--- config.mk ---
export PLATFORM = sky130hd
export DESIGN_NAME = swish_activation_fwd_bwd_flat
export DESIGN_NICKNAME = d
export VERILOG_FILES = /design/src/rtl/core/swact_pkg.sv /design/src/rtl/core/swact_in_if.sv /design/src/rtl/core/swact_out_if.sv /design/src/rtl/core/swish_activation_fwd_bwd.sv /design/src/flat_wrapper.sv
export SDC_FILE = /design/constraint.sdc
export NUM_CORES = 2
export LEC_CHECK = 0
export BUFFER_PORTS_ARGS = -buffer_cell sky130_fd_sc_hd__buf_2
export CORE_UTILIZATION = 45
export CTS_BUF_LIST = sky130_fd_sc_hd__clkbuf_16
export CTS_CLUSTER_DIAMETER = 30
export DETAILED_ROUTE_END_ITERATION = 8
export PLACE_DENSITY_LB_ADDON = 0.1
export SYNTH_ARGS = -nofsm -noshare
export SYNTH_HDL_FRONTEND = slang
export SYNTH_SLANG_ARGS = --single-unit
--- constraint.sdc ---
create_clock -name clk -period 25.2 [get_ports clk]
set_input_delay 5.04 -clock clk [delete_from_list [all_inputs] [get_ports clk]]
set_output_delay 5.04 -clock clk [all_outputs]
set_load 0.01 [all_outputs]
--- src/rtl/core/swact_pkg.sv ---
`timescale 1ns / 1ps
`default_nettype none
// Shared constants, field widths, the mode type and the sigmoid knot table
// for the Swish unit. No dependencies.

package swact_pkg;

  // Data format: signed Q4.12 elements.
  localparam int DATA_W           = 16;
  localparam int FRAC_BITS        = 12;

  // Sigmoid table: SIGMOID_SEGMENTS linear pieces over [-8, 8), knots in Q0.16.
  localparam int SIGMOID_SEGMENTS = 64;
  localparam int SIG_BITS         = 16;
  localparam int IDX_W            = $clog2(SIGMOID_SEGMENTS);
  // Table span is 16 << FRAC_BITS, so one segment covers 2**SEG_SHIFT codes.
  localparam int SEG_SHIFT        = FRAC_BITS + 4 - IDX_W;
  localparam int RANGE_W          = ((DATA_W > FRAC_BITS + 4) ? DATA_W : FRAC_BITS + 4) + 2;
  localparam int TBL_OFFSET       = 8 * (2 ** FRAC_BITS);
  localparam int TBL_SPAN         = 16 * (2 ** FRAC_BITS);

  // Internal widths: f = x*s, 1 - f, g = f + s*(1 - f), dy*g after rounding.
  localparam int ONE_Q            = 2 ** FRAC_BITS;
  localparam int F_W              = DATA_W + 1;
  localparam int OMF_W            = ((F_W > FRAC_BITS + 1) ? F_W : FRAC_BITS + 1) + 1;
  localparam int G_W              = OMF_W + 2;
  localparam int R_W              = DATA_W + G_W - FRAC_BITS;

  localparam int SAT_MAX          = (2 ** (DATA_W - 1)) - 1;
  localparam int SAT_MIN          = -(2 ** (DATA_W - 1));

  typedef enum logic {
    MODE_FWD = 1'b0,
    MODE_BWD = 1'b1
  } mode_t;

  // Knot i = round(65536 * sigmoid(-8 + i/4)).
  localparam logic [SIG_BITS-1:0] SIG_KNOT [SIGMOID_SEGMENTS+1] = '{
    16'd22,    16'd28,    16'd36,    16'd47,    16'd60,    16'd77,    16'd98,    16'd126,
    16'd162,   16'd208,   16'd267,   16'd342,   16'd439,   16'd562,   16'd720,   16'd922,
    16'd1179,  16'd1506,  16'd1921,  16'd2446,  16'd3108,  16'd3938,  16'd4971,  16'd6249,
    16'd7812,  16'd9702,  16'd11955, 16'd14595, 16'd17625, 16'd21025, 16'd24743, 16'd28693,
    16'd32768,
    16'd36843, 16'd40793, 16'd44511, 16'd47911, 16'd50941, 16'd53581, 16'd55834, 16'd57724,
    16'd59287, 16'd60565, 16'd61598, 16'd62428, 16'd63090, 16'd63615, 16'd64030, 16'd64357,
    16'd64614, 16'd64816, 16'd64974, 16'd65097, 16'd65194, 16'd65269, 16'd65328, 16'd65374,
    16'd65410, 16'd65438, 16'd65459, 16'd65476, 16'd65489, 16'd65500, 16'd65508, 16'd65514
  };

endpackage

`default_nettype wire

--- src/rtl/core/swact_in_if.sv ---
`timescale 1ns / 1ps
`default_nettype none
// Request channel into the Swish unit: mode, x and upstream gradient.
// Depends on swact_pkg.

interface swact_in_if;
  import swact_pkg::*;

  logic                     valid;
  logic                     ready;
  mode_t                    mode;
  logic signed [DATA_W-1:0] x_value;
  logic signed [DATA_W-1:0] grad_in;

  modport source (output valid, output mode, output x_value, output grad_in, input ready);
  modport sink   (input valid, input mode, input x_value, input grad_in, output ready);
endinterface

`default_nettype wire

--- src/rtl/core/swact_out_if.sv ---
`timescale 1ns / 1ps
`default_nettype none
// Result channel out of the Swish unit.
// Depends on swact_pkg.

interface swact_out_if;
  import swact_pkg::*;

  logic                     valid;
  logic                     ready;
  logic signed [DATA_W-1:0] result_value;

  modport source (output valid, output result_value, input ready);
  modport sink   (input valid, input result_value, output ready);
endinterface

`default_nettype wire

--- src/rtl/core/swish_activation_fwd_bwd.sv ---
`timescale 1ns / 1ps
`default_nettype none
// Swish (SiLU) forward / backward unit, five-stage pipeline.
// Depends on swact_pkg, swact_in_if and swact_out_if.
//
//   port   dir   payload                         request taken when
//   -----  ----  ------------------------------  ------------------------
//   elem   in    mode, x_value, grad_in (Q4.12)  elem.valid & elem.ready
//   res    out   result_value (Q4.12, sat.)      res.valid  & res.ready
//
// Throughput: one request per clock while the output is not stalled. A result
// reaches res.valid after passing through the five register stages (table
// read, interpolation multiply, x*s multiply, s*(1-f) multiply, dy*g
// multiply and saturate).
// Reset (rst, synchronous) clears only the stage valid bits.
// Stalls: each stage holds while the stage after it is full and not moving;
// empty stages keep filling, so requests are still taken while a finished
// result waits at the output. Ready is a short combinational chain.

module swish_activation_fwd_bwd (
  input  wire          clk,
  input  wire          rst,
  swact_in_if.sink     elem,
  swact_out_if.source  res
);
  import swact_pkg::*;

  localparam int NUM_STAGES = 5;
  localparam int OCC_W      = $clog2(NUM_STAGES + 1);

  // Stage control: vld[k] marks stage k+1 full, adv[k] lets it load.
  logic [NUM_STAGES-1:0] vld;
  logic [NUM_STAGES-1:0] adv;

  always_comb begin
    adv[NUM_STAGES-1] = !vld[NUM_STAGES-1] || res.ready;
    for (int k = NUM_STAGES - 2; k >= 0; k--) begin
      adv[k] = !vld[k] || adv[k+1];
    end
  end

  assign elem.ready = adv[0];

  always_ff @(posedge clk) begin
    if (rst) begin
      vld <= '0;
    end else begin
      if (adv[0]) begin
        vld[0] <= elem.valid;
      end
      for (int k = 1; k < NUM_STAGES; k++) begin
        if (adv[k]) begin
          vld[k] <= vld[k-1];
        end
      end
    end
  end

  // ---------------------------------------------------------------------
  // Stage 1: table position of x, read the two knots around it.
  // Outside [-8, 8) both reads hit the end knot, so the slope is zero.
  // ---------------------------------------------------------------------
  logic signed [RANGE_W-1:0] a_u;
  logic                      a_under;
  logic                      a_over;
  logic [IDX_W-1:0]          a_idx;
  logic [IDX_W:0]            a_lo_sel;
  logic [IDX_W:0]            a_hi_sel;
  logic [SIG_BITS-1:0]       a_s0;
  logic [SIG_BITS-1:0]       a_s1;

  always_comb begin
    a_u     = RANGE_W'(elem.x_value) + RANGE_W'(TBL_OFFSET);
    a_under = a_u[RANGE_W-1];
    a_over  = !a_under && (a_u[RANGE_W-2:0] >= (RANGE_W-1)'(TBL_SPAN));
    a_idx   = a_u[SEG_SHIFT +: IDX_W];
    if (a_under) begin
      a_lo_sel = '0;
      a_hi_sel = '0;
    end else if (a_over) begin
      a_lo_sel = (IDX_W+1)'(SIGMOID_SEGMENTS);
      a_hi_sel = (IDX_W+1)'(SIGMOID_SEGMENTS);
    end else begin
      a_lo_sel = {1'b0, a_idx};
      a_hi_sel = {1'b0, a_idx} + (IDX_W+1)'(1);
    end
    a_s0 = SIG_KNOT[a_lo_sel];
    a_s1 = SIG_KNOT[a_hi_sel];
  end

  mode_t                    st1_mode;
  logic signed [DATA_W-1:0] st1_x;
  logic signed [DATA_W-1:0] st1_dy;
  logic [SIG_BITS-1:0]      st1_s0;
  logic [SIG_BITS-1:0]      st1_ds;
  logic [SEG_SHIFT-1:0]     st1_rem;

  always_ff @(posedge clk) begin
    if (adv[0]) begin
      st1_mode <= elem.mode;
      st1_x    <= elem.x_value;
      st1_dy   <= elem.grad_in;
      st1_s0   <= a_s0;
      st1_ds   <= a_s1 - a_s0;
      st1_rem  <= a_u[SEG_SHIFT-1:0];
    end
  end

  // ---------------------------------------------------------------------
  // Stage 2: linear interpolation, s = s0 + round(ds * rem / segment).
  // ds is never negative, so the shift is the plain quotient.
  // ---------------------------------------------------------------------
  logic [SIG_BITS+SEG_SHIFT-1:0] b_prod;
  logic [SIG_BITS+SEG_SHIFT:0]   b_round;
  logic [SIG_BITS-1:0]           b_sig;

  always_comb begin
    b_prod  = st1_ds * st1_rem;
    b_round = {1'b0, b_prod} + (SIG_BITS+SEG_SHIFT+1)'(2 ** (SEG_SHIFT - 1));
    b_sig   = st1_s0 + SIG_BITS'(b_round >> SEG_SHIFT);
  end

  mode_t                    st2_mode;
  logic signed [DATA_W-1:0] st2_x;
  logic signed [DATA_W-1:0] st2_dy;
  logic [SIG_BITS-1:0]      st2_sig;

  always_ff @(posedge clk) begin
    if (adv[1]) begin
      st2_mode <= st1_mode;
      st2_x    <= st1_x;
      st2_dy   <= st1_dy;
      st2_sig  <= b_sig;
    end
  end

  // ---------------------------------------------------------------------
  // Stage 3: f = x * s, rounded half up (floor of product + half).
  // ---------------------------------------------------------------------
  logic signed [DATA_W+SIG_BITS:0] c_xs;
  logic signed [DATA_W+SIG_BITS:0] c_round;
  logic signed [F_W-1:0]           c_f;

  always_comb begin
    c_xs    = st2_x * $signed({1'b0, st2_sig});
    c_round = c_xs + (DATA_W+SIG_BITS+1)'(2 ** (SIG_BITS - 1));
    c_f     = c_round[SIG_BITS +: F_W];
  end

  mode_t                    st3_mode;
  logic signed [DATA_W-1:0] st3_dy;
  logic [SIG_BITS-1:0]      st3_sig;
  logic signed [F_W-1:0]    st3_f;

  always_ff @(posedge clk) begin
    if (adv[2]) begin
      st3_mode <= st2_mode;
      st3_dy   <= st2_dy;
      st3_sig  <= st2_sig;
      st3_f    <= c_f;
    end
  end

  // ---------------------------------------------------------------------
  // Stage 4: g = f + round(s * (1 - f)). Unsaturated.
  // ---------------------------------------------------------------------
  logic signed [OMF_W-1:0]          d_omf;
  logic signed [SIG_BITS+OMF_W:0]   d_t;
  logic signed [SIG_BITS+OMF_W:0]   d_round;
  logic signed [G_W-1:0]            d_g;

  always_comb begin
    d_omf   = OMF_W'(ONE_Q) - OMF_W'(st3_f);
    d_t     = $signed({1'b0, st3_sig}) * d_omf;
    d_round = d_t + (SIG_BITS+OMF_W+1)'(2 ** (SIG_BITS - 1));
    d_g     = G_W'(st3_f) + G_W'($signed(d_round[SIG_BITS +: OMF_W+1]));
  end

  mode_t                    st4_mode;
  logic signed [DATA_W-1:0] st4_dy;
  logic signed [F_W-1:0]    st4_f;
  logic signed [G_W-1:0]    st4_g;

  always_ff @(posedge clk) begin
    if (adv[3]) begin
      st4_mode <= st3_mode;
      st4_dy   <= st3_dy;
      st4_f    <= st3_f;
      st4_g    <= d_g;
    end
  end

  // ---------------------------------------------------------------------
  // Stage 5: backward takes round(dy * g), forward takes f; saturate.
  // ---------------------------------------------------------------------
  logic signed [DATA_W+G_W-1:0] e_p;
  logic signed [DATA_W+G_W-1:0] e_round;
  logic signed [R_W-1:0]        e_r;
  logic signed [R_W-1:0]        e_sel;
  logic signed [DATA_W-1:0]     e_sat;

  always_comb begin
    e_p     = st4_dy * st4_g;
    e_round = e_p + (DATA_W+G_W)'(2 ** (FRAC_BITS - 1));
    e_r     = e_round[FRAC_BITS +: R_W];
    e_sel   = (st4_mode == MODE_BWD) ? e_r : R_W'(st4_f);
    if (e_sel > R_W'(SAT_MAX)) begin
      e_sat = DATA_W'(SAT_MAX);
    end else if (e_sel < R_W'(SAT_MIN)) begin
      e_sat = DATA_W'(SAT_MIN);
    end else begin
      e_sat = e_sel[DATA_W-1:0];
    end
  end

  logic signed [DATA_W-1:0] st5_result;

  always_ff @(posedge clk) begin
    if (adv[4]) begin
      st5_result <= e_sat;
    end
  end

  assign res.valid        = vld[NUM_STAGES-1];
  assign res.result_value = st5_result;

  // ---------------------------------------------------------------------
  // Checks
  // ---------------------------------------------------------------------
  logic             in_fire;
  logic             out_fire;
  logic [OCC_W-1:0] occ;

  assign in_fire  = elem.valid && elem.ready;
  assign out_fire = res.valid && res.ready;
  assign occ      = OCC_W'($countones(vld));

  // Pipeline occupancy moves only with accepted requests and taken results.
  assert property (@(posedge clk) disable iff (rst)
    !$past(rst) |-> (occ == $past(occ) + OCC_W'($past(in_fire)) - OCC_W'($past(out_fire))))
    else $error("pipeline occupancy lost or gained an item");

  // Interpolated sigmoid stays between its two knots.
  assert property (@(posedge clk) disable iff (rst)
    (vld[0] && adv[1]) |=>
      ((st2_sig >= $past(st1_s0)) &&
       ({1'b0, st2_sig} <= ({1'b0, $past(st1_s0)} + {1'b0, $past(st1_ds)}))))
    else $error("interpolated sigmoid outside its segment");

  // Sigmoid never leaves the table's end values.
  assert property (@(posedge clk) disable iff (rst)
    vld[1] |-> ((st2_sig >= SIG_KNOT[0]) && (st2_sig <= SIG_KNOT[SIGMOID_SEGMENTS])))
    else $error("sigmoid value out of table range");

endmodule

`default_nettype wire
--- src/flat_wrapper.sv ---
// flat-port wrapper written by rule: the top's interface ports become plain ports
module swish_activation_fwd_bwd_flat import swact_pkg::*;
  (clk, rst, elem_valid, elem_mode, elem_x_value, elem_grad_in, elem_ready, res_valid, res_result_value, res_ready);
  swact_in_if elem_i ();
  swact_out_if res_i ();
  input  wire clk;
  input  wire rst;
  input wire logic [$bits(elem_i.valid)-1:0] elem_valid;
  input wire logic [$bits(elem_i.mode)-1:0] elem_mode;
  input wire logic [$bits(elem_i.x_value)-1:0] elem_x_value;
  input wire logic [$bits(elem_i.grad_in)-1:0] elem_grad_in;
  output wire logic [$bits(elem_i.ready)-1:0] elem_ready;
  output wire logic [$bits(res_i.valid)-1:0] res_valid;
  output wire logic [$bits(res_i.result_value)-1:0] res_result_value;
  input wire logic [$bits(res_i.ready)-1:0] res_ready;
  assign elem_i.valid = elem_valid;
  assign elem_i.mode = elem_mode;
  assign elem_i.x_value = elem_x_value;
  assign elem_i.grad_in = elem_grad_in;
  assign elem_ready = elem_i.ready;
  assign res_valid = res_i.valid;
  assign res_result_value = res_i.result_value;
  assign res_i.ready = res_ready;
  swish_activation_fwd_bwd u_core (.clk(clk), .rst(rst), .elem(elem_i), .res(res_i));
endmodule
==> Word-level counts from Yosys, hierarchy flattened <==
Memories as Yosys holds them, arrays and structs flattened.
Index checks and enable logic that the tools add are counted.
Widths: inputs -> output; s select.
{ "totals": {"romBits": 4096, "mem_count": 2, "elab_cells": 69, "regBits": 249, "in_bits": 37} }
{ "mem_list": {"columns": ["name", "depth", "width", "rd", "rd_clocked_by_memory_dff", "wr", "line_no", "rtl"], "rows": [
  ["(name not given)", 128, 16, 1, 0, 0, "swish_activation_fwd_bwd.sv:88", "a_s1 = SIG_KNOT[a_hi_sel];"],
  ["(name not given)", 128, 16, 1, 0, 0, "swish_activation_fwd_bwd.sv:87", "a_s0 = SIG_KNOT[a_lo_sel];"]
]} }
{ "classes": {"reduce_logical": 12, "n_lt_le_gt_ge": 5, "n_mux": 10, "n_mul": 4, "bitwise_logic": 2, "add_sub_neg": 10} }
{ "op_table": {"columns": ["op", "n"], "rows": [
  ["$mux 16", 5],
  ["$add 36x13->36 const B", 1],
  ["$mul 16x20->36", 1],
  ["$add 35x17->35 const B", 1],
  ["$mul 17x18->35", 1],
  ["$add 33x17->33 const B", 1],
  ["$mul 16x17->33", 1],
  ["$mux 7", 4],
  ["$add 26x10->26 const B", 1],
  ["$mul 16x10->26", 1],
  ["$gt 24x16->1 const B", 1],
  ["$lt 24x16->1 const B", 1],
  ["$mux 24", 1],
  ["$add 17x19->20", 1],
  ["$add 16x17->18 const B", 1],
  ["$sub 14x17->18 const A", 1],
  ["$ge 17x17->1 const B", 1],
  ["$add 16x16->16", 1],
  ["$ge 8x8->1 const B", 2],
  ["$not 7->8", 2],
  ["$sub 16x16->16", 1],
  ["$add 6x1->7 const B", 1],
  ["$logic_not 1->1", 6],
  ["$logic_or 1x1->1", 5],
  ["$logic_and 1x1->1", 1]
]} }

==> Longest topological paths before layout <==
{ "logic_depth": {"word_depth": 10, "ltp_mapped": 42, "mapped_depth_nobuf": 41} }

==> Worst setup path before layout <==
Ideal clock, no wire load.
{ "synth_timing": {"kind": "input to output", "startpoint": "input port res_ready", "endpoint": "output port elem_ready", "path_stages": 3, "required_time_ns": 20.160, "slack_ns": 13.084, "t_arrival_ns": 7.076, "path_cell_list": "nor2b_1 and3_1 nand3_1"} }
{ "synth_between": {"elab_chain_cells": 5} }
{ "synth_lines": {"columns": ["element", "line_no", "rtl"], "rows": [
  ["from (decl)", "flat_wrapper.sv:15", "input wire logic [$bits(res_i.ready)-1:0] res_ready;"],
  ["$logic_or 1x1->1", "swish_activation_fwd_bwd.sv:36", "adv[NUM_STAGES-1] = !vld[NUM_STAGES-1] || res.ready;"],
  ["$logic_or 1x1->1 (4 in series)", "swish_activation_fwd_bwd.sv:38", "adv[k] = !vld[k] || adv[k+1];"],
  ["to (decl)", "flat_wrapper.sv:12", "output wire logic [$bits(elem_i.ready)-1:0] elem_ready;"]
]} }
Every way passes these cells.

==> Final worst setup path <==
Ends and elaborated chain as after synthesis.

==> impl_metrics.tcl <==
set metrics [dict create \
    worstSetupPathType "in -> out" \
    dieArea_um2 108000 \
    syn2layout_area_growth_pct 7.407 \
    violations "design-rule violations" \
    drtIter0Drc 1563 \
    worstMarginPinSlew_ns 1.134 \
    r2r_start "u_core.st3_f[5]$_DFFE_PP_" \
    fin_skew_ns 0.01857 \
    layout-drive-gt1-share 0.04724 \
    antenna_found_initial 2 \
    place_ws_ns 13.59 \
    setup_violations 0 \
    cts_tree "yes" \
    max_freq_ghz 0.08621 \
    cts_resized 0 \
    clk_pin_slew_worst_paths_ns 0.05 \
    cts_inserted_buffers 54 \
    start_kind "input port" \
    port-buffer-count 54 \
    drv_cap 0 \
    final_antenna_net_count 0 \
    pin_count 55 \
    grt_usage 0.2299 \
    wire_per_inst_um 18.18 \
    core-area_um2 105600 \
    endpoint "elem_ready" \
    hp-class "reg -> reg" \
    setup_ws_ns 13.60 \
    rsz0062_at_grt "no" \
    final_util 0.4886 \
    synthDistinctLibCells 82 \
    start_util 0.4549 \
    syn-instance-count 5122 \
    critical_path.top_delay_family "simple AND/OR/NAND/NOR gates" \
    clock-sinks 239 \
    critPathLaunch "res_ready" \
    worstPathRequired_ns 20.16 \
    cts_max_path_buffers 3 \
    firstDrtPassIters 7 \
    critPathSlowestCell "nand3_4" \
    grt_overflow 0 \
    arrival_ns 6.56 \
    crit_path_frequent_cell "buf_2" \
    crit_chain "buf_2 > nor2b_1 > and3_1 > nand3_4 > buf_2" \
    syn-mean-instance-area_um2 9.376 \
    rows 119 \
    synth_nets 6521 \
    synth-edff-count 234 \
    vias_per_cell 5.090 \
    drc 6 \
    reg2reg_depth 33 \
    ys_warn_count 0 \
    endpoint_kind "output port" \
    fp.dieH_um 328.7 \
    max_slew_margin 0.2402 \
    crit_path_max_incr_delay_ns 0.41 \
    syn_area_um2 48030 \
    grt_pass1_wl_um 193700 \
    holdWs_ns 0.4146 \
    hpwl_um 93860 \
    hold_violations 0 \
    path_max_fanout 14 \
    drt-total-wl_um 118500 \
    antennaDiodeCount 0 \
    finalSetupTns_ns 0 \
    cts_hold_buffers 0 \
    cp.depth 5 \
    cp_num_buf_inv 2 \
    die_width_um 328.7 \
    clk_latency_ns 0.61 \
    grt_pass1_vias 35470 \
    grt_start_max_net_pins 65 \
    maxSlewViolCount 0 \
    rrSetupSlack_ns 15.13 \
    synthArstFlopShare 0 \
    period_share 0.4603 \
    gp_congestion 0.8421 \
    layout.nets 6476 \
    timing.rr.end "u_core.st4_g[18]$_DFFE_PP_" \
    cts-root-buf "clkbuf_16" \
    ys_seq_area_frac 0.1484 \
    post-cts-setup-buffers 0 \
    vias 33160 \
    synth_seq_cells 239 \
    period_needed_ns 11.60 \
    status "finished, violations left" \
    htreeDepth 2 \
    yosys_most_used_dff "edfxtp_1" \
]
==> final cells by class <==
cell class	instances	area, um^2
Timing Repair Buffer	108	675.6
Sequential cell	239	7127
Tap cell	1391	1740
Multi-Input combinational cell	3502	35790
Clock inverter	48	499.2
Inverter	1172	4399
Clock buffer	54	1351
Fill cell	10170	53980
==> per-layer routing <==
metal	track usage	share of wire	vias to the layer above
met5	0	0.000068	-
met4	0.06805	0.030	2
met3	0.02285	0.036	177
met2	0.4041	0.50	583
met1	0.2990	0.44	16810
li1	-	-	15580
==> cells in the final DEF (no fill, tap or decap), types with 24 or more instances in the layout <==
cell and count:
a21o_1 30, a21oi_1 125, a31oi_1 27, and2_1 464
buf_2 54, buf_4 54, clkbuf_16 54, edfxtp_1 234
fa_1 909, ha_1 453, inv_1 1173, nand2_1 669
nand2b_1 31, nand3_1 43, nor2_1 145, nor2b_1 24
nor3_1 43, o21ai_0 115, xnor2_1 110, xor2_1 38
==> Yosys cell counts (6+ instances only) <==
master,number,share of area
o21ai_1,13,0.0014
o21ai_2,10,0.0018
xor2_1,42,0.0077
a311oi_1,11,0.0020
nand4_1,12,0.0016
a211oi_1,21,0.0033
o22ai_1,7,0.00091
mux2i_1,9,0.0019
or3_1,7,0.00091
o21bai_1,11,0.0017
a21boi_0,6,0.00094
o21a_1,17,0.0027
nor3_1,43,0.0045
edfxtp_1,234,0.15
a21oi_1,125,0.013
and3_1,19,0.0025
clkbuf_1,199,0.016
xnor2_1,116,0.021
o21ai_0,115,0.012
o2111ai_1,8,0.0015
inv_1,1169,0.091
nor2b_1,24,0.0031
nand2b_1,31,0.0040
a21o_1,30,0.0047
o211ai_1,23,0.0036
nand2_1,671,0.052
nand3_1,44,0.0046
and2_1,464,0.060
buf_1,6,0.00047
nor2_1,145,0.011
a31oi_1,27,0.0035
ha_1,453,0.12
o31ai_1,7,0.0011
fa_1,909,0.38
==> sequential cells by signal, summed over array words and instances (netlist names), 16 cells and up <==
register                 count
u_core.st3_dy               16
u_core.st2_sig              16
u_core.st4_dy               16
u_core.st4_g                20
u_core.st1_ds               16
u_core.st1_dy               16
u_core.st3_f                17
u_core.st2_x                16
u_core.st1_s0               16
u_core.st2_dy               16
u_core.res.result_value     16
u_core.st3_sig              16
u_core.st4_f                17
==> how the worst min path moves through the flow <==
| stage | start | slack, ns | depth (start not counted) | end |
|---|---|---|---|---|
| floorplan | u_core.st1_dy[0]$_DFFE_PP_ | 0.40 | 0 | u_core.st2_dy[0]$_DFFE_PP_ |
| CTS | u_core.st3_dy[10]$_DFFE_PP_ | 0.41 | 0 | u_core.st4_dy[10]$_DFFE_PP_ |
| detailed placement | u_core.st1_dy[2]$_DFFE_PP_ | 0.40 | 0 | u_core.st2_dy[2]$_DFFE_PP_ |
| global route | u_core.st3_dy[10]$_DFFE_PP_ | 0.42 | 0 | u_core.st4_dy[10]$_DFFE_PP_ |
| finish | u_core.st1_x[13]$_DFFE_PP_ | 0.41 | 0 | u_core.st2_x[13]$_DFFE_PP_ |
| global placement | u_core.st2_dy[8]$_DFFE_PP_ | 0.40 | 0 | u_core.st3_dy[8]$_DFFE_PP_ |
==> metrics by stage <==
step	cell area, um^2	cells
2_1_floorplan	48030	5122
3_3_place_gp	49730	6412
3_5_place_dp	49730	6412
4_1_cts	51580	6514
5_1_grt	51580	6514
6_report	51580	6514
==> cells by family (layout without fill, tap and decap cells) <==
family / Yosys count / after routing / synth area share
compound gates: 485 / 485 / 0.06487
xor+xnor: 159 / 159 / 0.02915
simple gates: 1485 / 1485 / 0.1498
mux: 11 / 11 / 0.002579
buf+inv: 1381 / 1382 / 0.1083
fa+ha+maj: 1362 / 1362 / 0.4969
flops: 239 / 239 / 0.1484
Power is not shown: default switching activity piles up to over one toggle a cycle in this logic, so the estimate is an artifact.
